`src/hw/rtl/sxb_pkg.sv`:
```
// Shared constants, types and helpers of the horizontal Sobel blend filter.
package sxb_pkg;

  localparam int MAX_LINE   = 1024;
  localparam int ROWS_MAX   = 1024;
  localparam int PIX_BITS   = 8;
  localparam int CFG_BITS   = 11;
  localparam int IDX_BITS   = 8;
  localparam int OUT_BITS   = 11;
  localparam int MIN_DIM    = 3;
  localparam int LEN_RESET  = 100;
  localparam int ROWS_RESET = 100;

  localparam int ADDR_BITS  = $clog2(MAX_LINE);
  localparam int LEN_BITS   = $clog2(MAX_LINE + 1);
  localparam int HGT_BITS   = $clog2(ROWS_MAX + 1);
  localparam int ROW_BITS   = $clog2(ROWS_MAX + 2);
  localparam int SUM_BITS   = PIX_BITS + 2;
  localparam int T_BITS     = PIX_BITS + 4;

  typedef enum logic [IDX_BITS-1:0] {
    REG_LINE_LENGTH = IDX_BITS'(0),
    REG_FRAME_ROWS  = IDX_BITS'(1)
  } sxb_reg_e;

  // one window column: row above, current row, row below
  typedef struct packed {
    logic [PIX_BITS-1:0] up;
    logic [PIX_BITS-1:0] mid;
    logic [PIX_BITS-1:0] low;
  } col_t;

  typedef struct packed {
    logic zero;
    logic top;
    logic bot;
  } col_mask_t;

  typedef struct packed {
    logic signed [OUT_BITS-1:0] filtered;
    logic                       frame_end;
  } res_t;

  typedef struct packed {
    logic push;
    logic pop;
  } oq_ctrl_t;

  // 1,2,1 weighted column sum with border rows masked out
  function automatic logic [SUM_BITS-1:0] col_sum(col_t c, col_mask_t m);
    logic [SUM_BITS-1:0] s;
    s = '0;
    if (!m.zero) begin
      s = {1'b0, c.mid, 1'b0};
      if (!m.top) begin
        s = s + SUM_BITS'(c.up);
      end
      if (!m.bot) begin
        s = s + SUM_BITS'(c.low);
      end
    end
    return s;
  endfunction

endpackage

```
`src/hw/rtl/sxb_out_q.sv`:
```
// Two-entry result queue that decouples the filter pipeline from the receiver.
module sxb_out_q import sxb_pkg::*; (
  input  logic       clk_i,
  input  logic       rst_ni,
  input  oq_ctrl_t   ctrl_i,
  input  res_t       data_i,
  output res_t       head_o,
  output logic [1:0] count_o
);

  logic [1:0] count_q, count_d;
  res_t       slot0_q, slot1_q;

  assign count_d = count_q + {1'b0, ctrl_i.push} - {1'b0, ctrl_i.pop};

  always_ff @(posedge clk_i or negedge rst_ni) begin
    if (!rst_ni) begin
      count_q <= '0;
    end else begin
      count_q <= count_d;
    end
  end

  always_ff @(posedge clk_i) begin
    unique case ({ctrl_i.push, ctrl_i.pop})
      2'b10: begin
        if (count_q == 2'd0) begin
          slot0_q <= data_i;
        end else begin
          slot1_q <= data_i;
        end
      end
      2'b01: begin
        slot0_q <= slot1_q;
      end
      2'b11: begin
        if (count_q == 2'd1) begin
          slot0_q <= data_i;
        end else begin
          slot0_q <= slot1_q;
          slot1_q <= data_i;
        end
      end
      default: begin
      end
    endcase
  end

  assign head_o  = slot0_q;
  assign count_o = count_q;

endmodule

```
`config.mk`:
```
export PLATFORM = sky130hd
export DESIGN_NAME = sxb_out_q
export DESIGN_NICKNAME = d
export VERILOG_FILES = /design/src/hw/rtl/sxb_pkg.sv /design/src/hw/rtl/sxb_out_q.sv
export SDC_FILE = /design/constraint.sdc
export NUM_CORES = 1
export LEC_CHECK = 0
export BUFFER_PORTS_ARGS = -buffer_cell sky130_fd_sc_hd__buf_2
export CORE_MARGIN = 1
export CORE_UTILIZATION = 56
export DETAILED_ROUTE_END_ITERATION = 10
export PLACE_DENSITY = 0.91
export SLEW_MARGIN = 5
export SYNTH_ARGS = -nofsm -noshare
export SYNTH_HDL_FRONTEND = slang
export SYNTH_SLANG_ARGS = --single-unit
export TNS_END_PERCENT = 5
```
`constraint.sdc`:
```
create_clock -name clk_i -period 2.9 [get_ports clk_i]
set_clock_uncertainty 0.1 [all_clocks]
set_input_delay 0.145 -clock clk_i [delete_from_list [all_inputs] [get_ports clk_i]]
set_output_delay 0.145 -clock clk_i [all_outputs]
set_load 0.01 [all_outputs]
```
==> metrics.txt <==
worst vdd ir 0.0006454 V; Area Growth Syn to Fin 20.60%; fin crit share 63.64%; Layout fillers between 100 and 150; clock tree buffer depth 2; mean post-synth cell area 14.39 sq um; CTS buffer count 3; total setup buffers inserted after CTS 0; Clock transition at path regs 130 ps; Routed WL per cell about 15 um; post-synth cell types 20; number of max-cap violations 0; via count 890; Port Buffers 29; Yosys warnings 0; largest net degree at the start of global routing 28; critical path endpoint count_o[1]$_DFF_PN0_; Critical Path Start count_o[0]$_DFF_PN0_; Worst Setup End Kind register; layout cell share with drive strength beyond 1 approximately two fifths; routability cong. 0.7080; initial detailed-routing violation count 19; critical path startpoint category register; Register-to-Register Path Depth 6; Overall Global Routing Usage approximately a fifth; Ports 30; WS Path Type register to register; Worst Max-Slew Pin Slew between 500 and 600 ps; DP HPWL about 1.5 mm; Finish-stage setup viols 0; CTS tree built; Reg2Reg Capture Point count_o[1]$_DFF_PN0_; post-synthesis cell count just over 90; total negative slack 0 ps; Rows 17; vias per inst between 5 and 6; sequential cell area fraction in the yosys report about three fifths; Slowest-stage cell, CP dfrtp_1; ant diodes 0; Post-Syn Nets 110; DRC 0; RSZ-0062 raised after global routing false; Sink Count 26; worst r2r src count_o[0]$_DFF_PN0_; status finished clean; Pre-antenna DRT Iters 4; fin crit period between 1500 and 2000 ps; Cell Pwr Density around 700 nW/um^2; number of synthesized register bits 26; Static Leak roughly 0.63 nW; hold crit path type input pin to async pin; Antenna Nets Post-Route 0; area of the mapped netlist 1324 sq um; CP peak stage delay 690 ps; Initial Utilization 59.84%; Slew headroom 65.47%; CP Data Arrival Time just under 2000 ps; die width roughly 51 um; first-pass GRT wire length 3.967 mm; vias in the first global route roughly 860; nets roughly 150; max frequency approximately 540 MHz; Crit Path Max Fanout 16; Worst-Skew Late Latency between 300 and 400 ps; Worst R2R Setup Slack 1050 ps; wirelength, routed around 2.4 mm; Die ar. ~2600 sq um; Max Slew Vio Count 0; Die Y between 50 and 60 um; root buf cell clkbuf_4; final hold vios 0; crit-path cells inv_1, ha_1, inv_1, ha_1, xnor2_1, xnor2_1; core footprint 2212 sq um; CP Data Required Time around 3000 ps; H-tree Lvls 1; total gr overflow 0; initial antenna violation count 0; power consumption ~1.1 mW
==> logic make-up after synthesis <==
family,after synthesis,share of synthesized area (%)
AOI/OAI and AO/OA,14,11.81
xor gates and xnor gates,3,1.985
adders and majority gates,2,1.890
buffers and inverters,10,6.237
DFF,26,58.22
and+or+nand+nor,37,19.85
==> sequential cells by signal, indices dropped and copies added, names as in the netlist <==
register  flops
count_o       2
head_o       12
slot1_q      12
==> cell usage in the layout, fill, tap and decap left out, drive strengths merged <==
master,synthesis,layout
nand2b,7,7
dfrtp,2,2
edfxtp,24,24
buf,5,30
o211ai,12,12
a31o,1,1
inv,3,3
and3b,1,1
xnor2,3,3
clkbuf,2,3
or2b,5,5
ha,2,2
nand2,12,12
clkinv,0,1
nand4b,12,12
a21boi,1,1
dlygate4sd3,0,13
==> per-stage QoR <==
stage	worst slack (ps)	utilization (%)	instance area [sq um]	instances	hold slack (ps)
after floorplan	1135	-	1324	92	-250.6
after global placement	1201	65.10	1440	143	-166.7
after detailed placement	1081	65.10	1440	143	-163.8
after CTS	1059	72.17	1597	160	7.689
after global routing	936.3	72.17	1597	160	3.463
final	1054	72.17	1597	160	23.16
==> cell type report <==
class,instances,area [sq um],area share (%)
sequential,26,770.7,48.28
clock buffer,3,22.52,1.411
clock inverter,1,3.754,0.2351
timing repair buffer,43,282.8,17.71
tap,28,35.03,2.194
inverter,3,11.26,0.7053
multi-input combinational,56,470.5,29.47
==> Yosys cell counts <==
cell type  instances  area share [%]
nand2b_1           2            0.95
o211ai_1           2             1.1
nand4b_1          12             7.9
dfrtp_1            2             3.8
xnor2_1            3             2.0
a21boi_1           1            0.57
o211ai_2          10             9.5
nand2b_2           5             3.3
inv_1              3            0.85
buf_2              2            0.76
clkbuf_2           1            0.38
clkbuf_8           1             1.0
buf_6              2             1.7
or2b_2             5             3.3
nand2_1           12             3.4
buf_12             1             1.5
a31o_2             1            0.66
ha_1               2             1.9
edfxtp_1          24              54
and3b_4            1            0.95
==> report_power, final <==
group	switching (mW)	internal [mW]	total [mW]
Combinational	0.179	0.168	0.347
Sequential	0.0764	0.523	0.599
Clock	0.104	0.0503	0.154
==> worst min-delay path by stage <==
| stage | startpoint | end | slack [ps] | depth (start not counted) |
|---|---|---|---|---|
| finish | rst_ni | count_o[0]$_DFF_PN0_ | 20 | 2 |
| global route | rst_ni | count_o[0]$_DFF_PN0_ | 3 | 2 |
| CTS | rst_ni | count_o[0]$_DFF_PN0_ | 8 | 2 |
| detailed placement | rst_ni | count_o[0]$_DFF_PN0_ | -160 | 1 |
| global placement | rst_ni | count_o[0]$_DFF_PN0_ | -170 | 1 |
| floorplan | rst_ni | count_o[0]$_DFF_PN0_ | -250 | 0 |
==> critical path: cells and delay by family, from the launching register on <==
family                   cells  cell delay [ps]
adder cells (fa/ha/maj)      2              490
buffers and inverters        2              170
XOR/XNOR                     2              320
flip-flops                   1              690
==> metal layers <==
metal / vias up / wire length (um) / global-route usage, %
li1: 423 / - / -
met1: 422 / 1008 / 28.40
met2: 39 / 1206 / 32.44
met3: 6 / 128 / 3.030
met4: 0 / 57 / 14.35
met5: - / 0 / 0
==> repair_timing <==
item / CTS / global route
gates resized for setup: 0 / 0
hold endpoints to repair: 14 / 0
hold buffers: 13 / 0
Power figures use the tool's default switching activity.
