### src/hw/rtl/sxb_pkg.sv
// Shared constants, types and helpers of the horizontal Sobel blend filter.
package sxb_pkg;

  localparam int MAX_LINE   = 1024;
  localparam int ROWS_MAX   = 1024;
  localparam int PIX_BITS   = 8;
  localparam int CFG_BITS   = 11;
  localparam int IDX_BITS   = 8;
  localparam int OUT_BITS   = 11;
  localparam int MIN_DIM    = 3;
  localparam int LEN_RESET  = 100;
  localparam int ROWS_RESET = 100;

  localparam int ADDR_BITS  = $clog2(MAX_LINE);
  localparam int LEN_BITS   = $clog2(MAX_LINE + 1);
  localparam int HGT_BITS   = $clog2(ROWS_MAX + 1);
  localparam int ROW_BITS   = $clog2(ROWS_MAX + 2);
  localparam int SUM_BITS   = PIX_BITS + 2;
  localparam int T_BITS     = PIX_BITS + 4;

  typedef enum logic [IDX_BITS-1:0] {
    REG_LINE_LENGTH = IDX_BITS'(0),
    REG_FRAME_ROWS  = IDX_BITS'(1)
  } sxb_reg_e;

  // one window column: row above, current row, row below
  typedef struct packed {
    logic [PIX_BITS-1:0] up;
    logic [PIX_BITS-1:0] mid;
    logic [PIX_BITS-1:0] low;
  } col_t;

  typedef struct packed {
    logic zero;
    logic top;
    logic bot;
  } col_mask_t;

  typedef struct packed {
    logic signed [OUT_BITS-1:0] filtered;
    logic                       frame_end;
  } res_t;

  typedef struct packed {
    logic push;
    logic pop;
  } oq_ctrl_t;

  // 1,2,1 weighted column sum with border rows masked out
  function automatic logic [SUM_BITS-1:0] col_sum(col_t c, col_mask_t m);
    logic [SUM_BITS-1:0] s;
    s = '0;
    if (!m.zero) begin
      s = {1'b0, c.mid, 1'b0};
      if (!m.top) begin
        s = s + SUM_BITS'(c.up);
      end
      if (!m.bot) begin
        s = s + SUM_BITS'(c.low);
      end
    end
    return s;
  endfunction

endpackage

### src/hw/rtl/sxb_col_cell.sv
// Window column cell: holds one 3-pixel column and passes it on to its neighbor.
module sxb_col_cell import sxb_pkg::*; (
  input  logic clk_i,
  input  logic shift_i,
  input  col_t col_i,
  output col_t col_o
);

  col_t col_q;

  always_ff @(posedge clk_i) begin
    if (shift_i) begin
      col_q <= col_i;
    end
  end

  assign col_o = col_q;

endmodule

### config.mk
export PLATFORM = sky130hd
export DESIGN_NAME = sxb_col_cell
export DESIGN_NICKNAME = d
export VERILOG_FILES = /design/src/hw/rtl/sxb_pkg.sv /design/src/hw/rtl/sxb_col_cell.sv
export SDC_FILE = /design/constraint.sdc
export NUM_CORES = 1
export LEC_CHECK = 0
export ABC_CLOCK_PERIOD_IN_PS = 800
export BUFFER_PORTS_ARGS = -buffer_cell sky130_fd_sc_hd__buf_4
export CORE_MARGIN = 4
export CORE_UTILIZATION = 38
export DETAILED_ROUTE_END_ITERATION = 8
export PLACE_DENSITY = 0.79
export REMOVE_ABC_BUFFERS = 1
export SLEW_MARGIN = 10
export SYNTH_ARGS = -nofsm -noshare
export SYNTH_HDL_FRONTEND = slang
export SYNTH_SLANG_ARGS = --single-unit
### constraint.sdc
create_clock -name clk_i -period 0.8 [get_ports clk_i]
set_input_delay 0.16 -clock clk_i [delete_from_list [all_inputs] [get_ports clk_i]]
set_output_delay 0.16 -clock clk_i [all_outputs]
set_load 0.01 [all_outputs]
==> reports/metrics.cfg, run 1 <==
[status]
run_status = finished, violations left
violations = setup timing

[global_route]
grt_max_degree = 25
grt_usage_pct = 9.75
grt_pass1_vias = 426
antenna_found_initial = 0
grt_overflow = 0
grt_pass1_wl_mm = 1.81

[timing]
slew_headroom_pct = 80.8
timing.final.crit_share_pct = 126
max_freq_ghz = 0.994
hold_violations = 0
finalWorstSetupSlack_ns = -0.206
setup_viol = 24
rsz0062_at_grt = yes
drv_slew = 0
worstMarginPinSlew_ns = 0.288
min_period_ns = 1.01

[critical_path]
crit_buf_inv = 1
worst-path-max-fanout = 1
startpoint_type = flop
slowest_stage = edfxtp_1
crit_path_end_kind = output pin
critPathMaxStageDelay_ns = 0.41
crit_chain = buf_6
crit_required_ns = 0.64
critPathKind = flop to output pin
path_delay_family = flip-flops
arrival_ns = 0.85

[synth]
synth_area_um2 = 721
synth_cell_types = 1
yosysWarnings = 0
avgSynthCellArea_um2 = 30.0
ys_seq_area_share_pct = 100
ys_ff_latch = 24
synth_cells = 24

[drt]
post-route-drc-count = 0
drtIter0Drc = 1
via_count = 434
drt_wl_total_mm = 1.34
vias_per_cell = 4.25
detail_route.first_pass.iterations = 2
wl_per_cell_um = 13.1
ant_nets = 0

[placement]
place_ws_ns = 0.0252
io_buffers = 49
place_area_um2 = 1120
dp_cells = 98
gp_congestion = 0.713

[die]
die-area_um2 = 2660
die_h_um = 51.6
initial_utilization_pct = 40.9
pin_count = 50
fp.dieW_um = 51.6
row_count = 15
core_um2 = 1760

[finish]
post-route-cell-area_um2 = 1220
n_antenna_cell = 0
area_growth_pct = 69.4
multi_input_area_um2 = 0
layout.cells.non_filler = 102
largest_register_ffs = 24
final_net_count = 104
drive_gt1_share_pct = 67.5
seq_area_um2 = 721
num-multi-input-gates = 0
fillCellCount = 136

[power_and_ir_drop]
leakagePower_nw = 0.511
pwr-share-seq_pct = 64.6
netSwitchingFraction_pct = 19.6
p_comb_share_pct = 14.9
p_switching_mw = 0.465
p_per_area_nw_per_um2 = 1940
power_mw = 2.37
clockPowerShare_pct = 20.5
ir_drop_mv = 0.980
p_int_mw = 1.91

[clock_tree]
clock-sinks = 24
cts_buffers = 3
cts_root_buf = clkbuf_4
cts_hold_buf = 0
cts_tree = built
path_clk_slew_ns = 0.11
htree_levels = 1
clock_path_buffers = 2

[job]
drv_cap = 0

[worst_hold_path]
min_path_type = primary input to flop

==> cells by family (layout without fill, tap and decap cells) <==
logic type	Yosys count	in the layout	synth area share (%)
flops	24	24	100
buf+inv	0	53	0
==> cells in the final DEF (no fill, tap or decap), drive strengths merged <==
master  Yosys  layout
buf         0      49
clkbuf      0       3
edfxtp     24      24
clkinv      0       1
==> final cells by class <==
type / instances / share of cell area (%)
repair buffers: 49 / 36.3
well taps: 25 / 2.56
clock inverters: 1 / 0.307
clock buffers: 3 / 1.84
flip-flops and latches: 24 / 59.0
==> worst paths after layout <==
path / start / endpoint / slack [ns] / cells after the start
max: col_o[5] / col_o[5] / -0.21 / 1
min: col_i[16] / col_o[16] / 0.03 / 1
==> cells in the mapped netlist <==
library cell,count,area share (%)
edfxtp_1,24,100
==> metrics by stage <==
step	TNS, ns	util, %	hold WS [ns]
finish	-4.42	69.2	0.0312
global route	-5.55	69.2	0.00423
CTS	-4.81	67.5	0.0176
detailed placement	0	63.5	0.339
global placement	0	63.5	0.339
floorplan	0	-	0.259
==> layer usage <==
metal  share of wire [%]  GRT usage, %  vias up  wire, um
li1                    -             -      204         -
met1                  28          7.32      210       377
met2                  66          20.6       20       878
met3                 6.3          2.87        0        85
met4                   0          5.24        0         0
met5                   0             0        -         0
==> power by group through the flow <==
stage,Combinational (mW),Clock [mW],Sequential [mW]
5_1_grt,0.373,0.559,1.54
3_3_place_gp,0.307,0,1.54
2_1_floorplan,0,0,1.60
3_5_place_dp,0.312,0,1.55
6_report,0.353,0.486,1.53
4_1_cts,0.340,0.513,1.53
==> timing repair <==
action	in CTS	in global routing
pin swaps	0	0
gates resized for setup	12	8
buffers inserted	0	0
endpoints found under the hold margin	0	0
setup endpoints to repair	24	24
(Power assumes the default switching activity.)
==> run 2: changes to the inputs <==
--- a/config.mk
+++ b/config.mk
@@ -5,12 +5,12 @@
 export SDC_FILE = /design/constraint.sdc
 export NUM_CORES = 1
 export LEC_CHECK = 0
-export ABC_CLOCK_PERIOD_IN_PS = 800
+export ABC_CLOCK_PERIOD_IN_PS = 850
 export BUFFER_PORTS_ARGS = -buffer_cell sky130_fd_sc_hd__buf_4
 export CORE_MARGIN = 4
-export CORE_UTILIZATION = 38
+export CORE_UTILIZATION = 35
 export DETAILED_ROUTE_END_ITERATION = 8
-export PLACE_DENSITY = 0.79
+export PLACE_DENSITY = 0.76
 export REMOVE_ABC_BUFFERS = 1
 export SLEW_MARGIN = 10
 export SYNTH_ARGS = -nofsm -noshare
==> constraint.sdc (replaced) <==
create_clock -name clk_i -period 0.85 [get_ports clk_i]
set_input_delay 0.17 -clock clk_i [delete_from_list [all_inputs] [get_ports clk_i]]
set_output_delay 0.17 -clock clk_i [all_outputs]
set_load 0.01 [all_outputs]
==> run 2 against run 1 <==
The flow still finishes with violations (setup timing). Critical path type unchanged. Largest power group unchanged. Sequential power is 5% lower. Critical path depth did not move. Wire length rose by 15%. Hold slack better by 0.015 ns. Non-clock buffer count unchanged. Die area is 7.2% higher. Clock power decreased by 9.7%. Utilization is 6.7 points lower.
==> reports/metrics.cfg, run 2 (synthesis results as in run 1) <==
[global_route]
grt_pass1_wl_mm = 1.81  ; about the same
grt_usage_pct = 9.83  ; was 9.75%
grt_max_degree = 25  ; unchanged
grt_pass1_vias = 432  ; was 426
antenna_found_initial = 0  ; unchanged
grt_overflow = 0  ; unchanged

[timing]
max_freq_ghz = 0.988
hold_violations = 0  ; unchanged
worstMarginPinSlew_ns = 0.291  ; was 0.288 ns
drv_slew = 0  ; unchanged
min_period_ns = 1.01
rsz0062_at_grt = yes  ; unchanged
finalWorstSetupSlack_ns = -0.162  ; was -0.206 ns
slew_headroom_pct = 80.6  ; was 80.8%
finalSetupTns_ns = -3.44  ; was -4.42 ns
setup_viol = 24  ; unchanged
timing.final.crit_share_pct = 119
timing.hold.ws_ns = 0.0466  ; was 0.0312 ns

[clock_tree]
clock-sinks = 24  ; unchanged
cts_tree = built  ; unchanged
post_cts_buffers = 0  ; unchanged
clock_path_buffers = 2  ; unchanged
path_clk_slew_ns = 0.11  ; about the same
cts_hold_buf = 0  ; unchanged
htree_levels = 1  ; unchanged
ctsResizeCount = 12  ; unchanged
cts_root_buf = clkbuf_4  ; unchanged
cts_buffers = 3  ; unchanged

[drt]
wl_met2_um = 747  ; was 878 um
drtIter0Drc = 3  ; was 1
routed.top_layer = met4  ; was met3
via_count = 455  ; was 434
wl_per_cell_um = 15.0  ; was 13.1 um
wl_met1_um = 488  ; was 377 um
ant_nets = 0  ; unchanged
post-route-drc-count = 0  ; unchanged
drt_wl_total_mm = 1.54  ; was 1.34 mm
detail_route.first_pass.iterations = 2  ; unchanged
wl_met3_um = 297  ; was 85 um
vias_per_cell = 4.42  ; was 4.25

[die]
fp.dieW_um = 53.4  ; was 51.6 um
pin_count = 50  ; unchanged
die_h_um = 53.4  ; was 51.6 um
initial_utilization_pct = 36.7  ; was 40.9%
die-area_um2 = 2850  ; was 2660 um^2
row_count = 16  ; was 15
core_um2 = 1960  ; was 1760 um^2

[critical_path]
crit_chain = buf_6  ; unchanged
crit_start = col_o[8]  ; was col_o[5]
worst-path-stages = 1  ; unchanged
crit_buf_inv = 1  ; unchanged
critPathKind = flop to output pin  ; unchanged
slowest_stage = edfxtp_1  ; unchanged
startpoint_type = flop  ; unchanged
path_delay_family = flip-flops  ; unchanged
critPathCapture = col_o[8]  ; was col_o[5]
worst-path-max-fanout = 1  ; unchanged
arrival_ns = 0.84  ; was 0.85 ns
crit_path_end_kind = output pin  ; unchanged
crit_required_ns = 0.68  ; was 0.64 ns
critPathMaxStageDelay_ns = 0.41  ; about the same

[status]
violations = setup timing  ; unchanged
run_status = finished, violations left  ; unchanged

[placement]
place_area_um2 = 1120  ; about the same
place_ws_ns = 0.0584  ; was 0.0252 ns
gp_congestion = 0.599  ; was 0.713
dp_cells = 100  ; was 98
io_buffers = 49  ; unchanged

[power_and_ir_drop]
ir_drop_mv = 0.896  ; was 0.980 mV
p_per_area_nw_per_um2 = 1820  ; was 1940 nW/um^2
leakagePower_nw = 0.512  ; was 0.511 nW
power_mw = 2.23  ; was 2.37 mW

[finish]
n_antenna_cell = 0  ; unchanged
layout.cells.non_filler = 103  ; was 102
num-multi-input-gates = 0  ; unchanged
final_net_count = 104  ; unchanged
largest_register_ffs = 24  ; unchanged
layout_commonest_cell = buf_4  ; unchanged
area_growth_pct = 70.3  ; was 69.4%
final_core_util_pct = 62.6  ; was 69.2%
layout_common_cells = 27 x buf_4, 24 x edfxtp_1, 22 x buf_6  ; was 29 x buf_4, 24 x edfxtp_1, 20 x buf_6
post-route-cell-area_um2 = 1230  ; was 1220 um^2
multi_input_area_um2 = 0  ; unchanged
fillCellCount = 166  ; was 136
drive_gt1_share_pct = 68.4  ; was 67.5%

[worst_hold_path]
min_path_type = primary input to flop  ; unchanged

[job]
drv_cap = 0  ; unchanged

## run 2: final cells by class
class / instances / area [um^2] / area share [%]
Clock buffer: 3 / 22.5 / 1.83
Tap cell: 27 / 33.8 / 2.75
Timing Repair Buffer: 49 / 450 / 36.7
Sequential cell: 24 / 721 / 58.7
## run 2: report_power, final
group	total [mW]	leakage, nW	internal, mW	switching (mW)
combinational	0.340	0.263	0.223	0.117
clock	0.439	0.0138	0.165	0.275
sequential	1.45	0.235	1.41	0.0417
## run 2: worst min path at each step
stage | start | to | slack (ns) | cells after the start
after global placement | col_i[23] | col_o[23] | 0.35 | 1
after floorplan | col_i[0] | col_o[0] | 0.27 | 0
after global routing | col_i[21] | col_o[21] | 0.02 | 1
after detailed placement | col_i[12] | col_o[12] | 0.35 | 1
final | col_i[14] | col_o[14] | 0.05 | 1
after CTS | col_i[14] | col_o[14] | 0.03 | 1
## run 2: layer usage
layer  vias up  global-route usage (%)
met2        41                    16.9
met3         2                    6.20
met5         -                       0
met4         0                    6.38
li1        200                       -
met1       212                    8.04
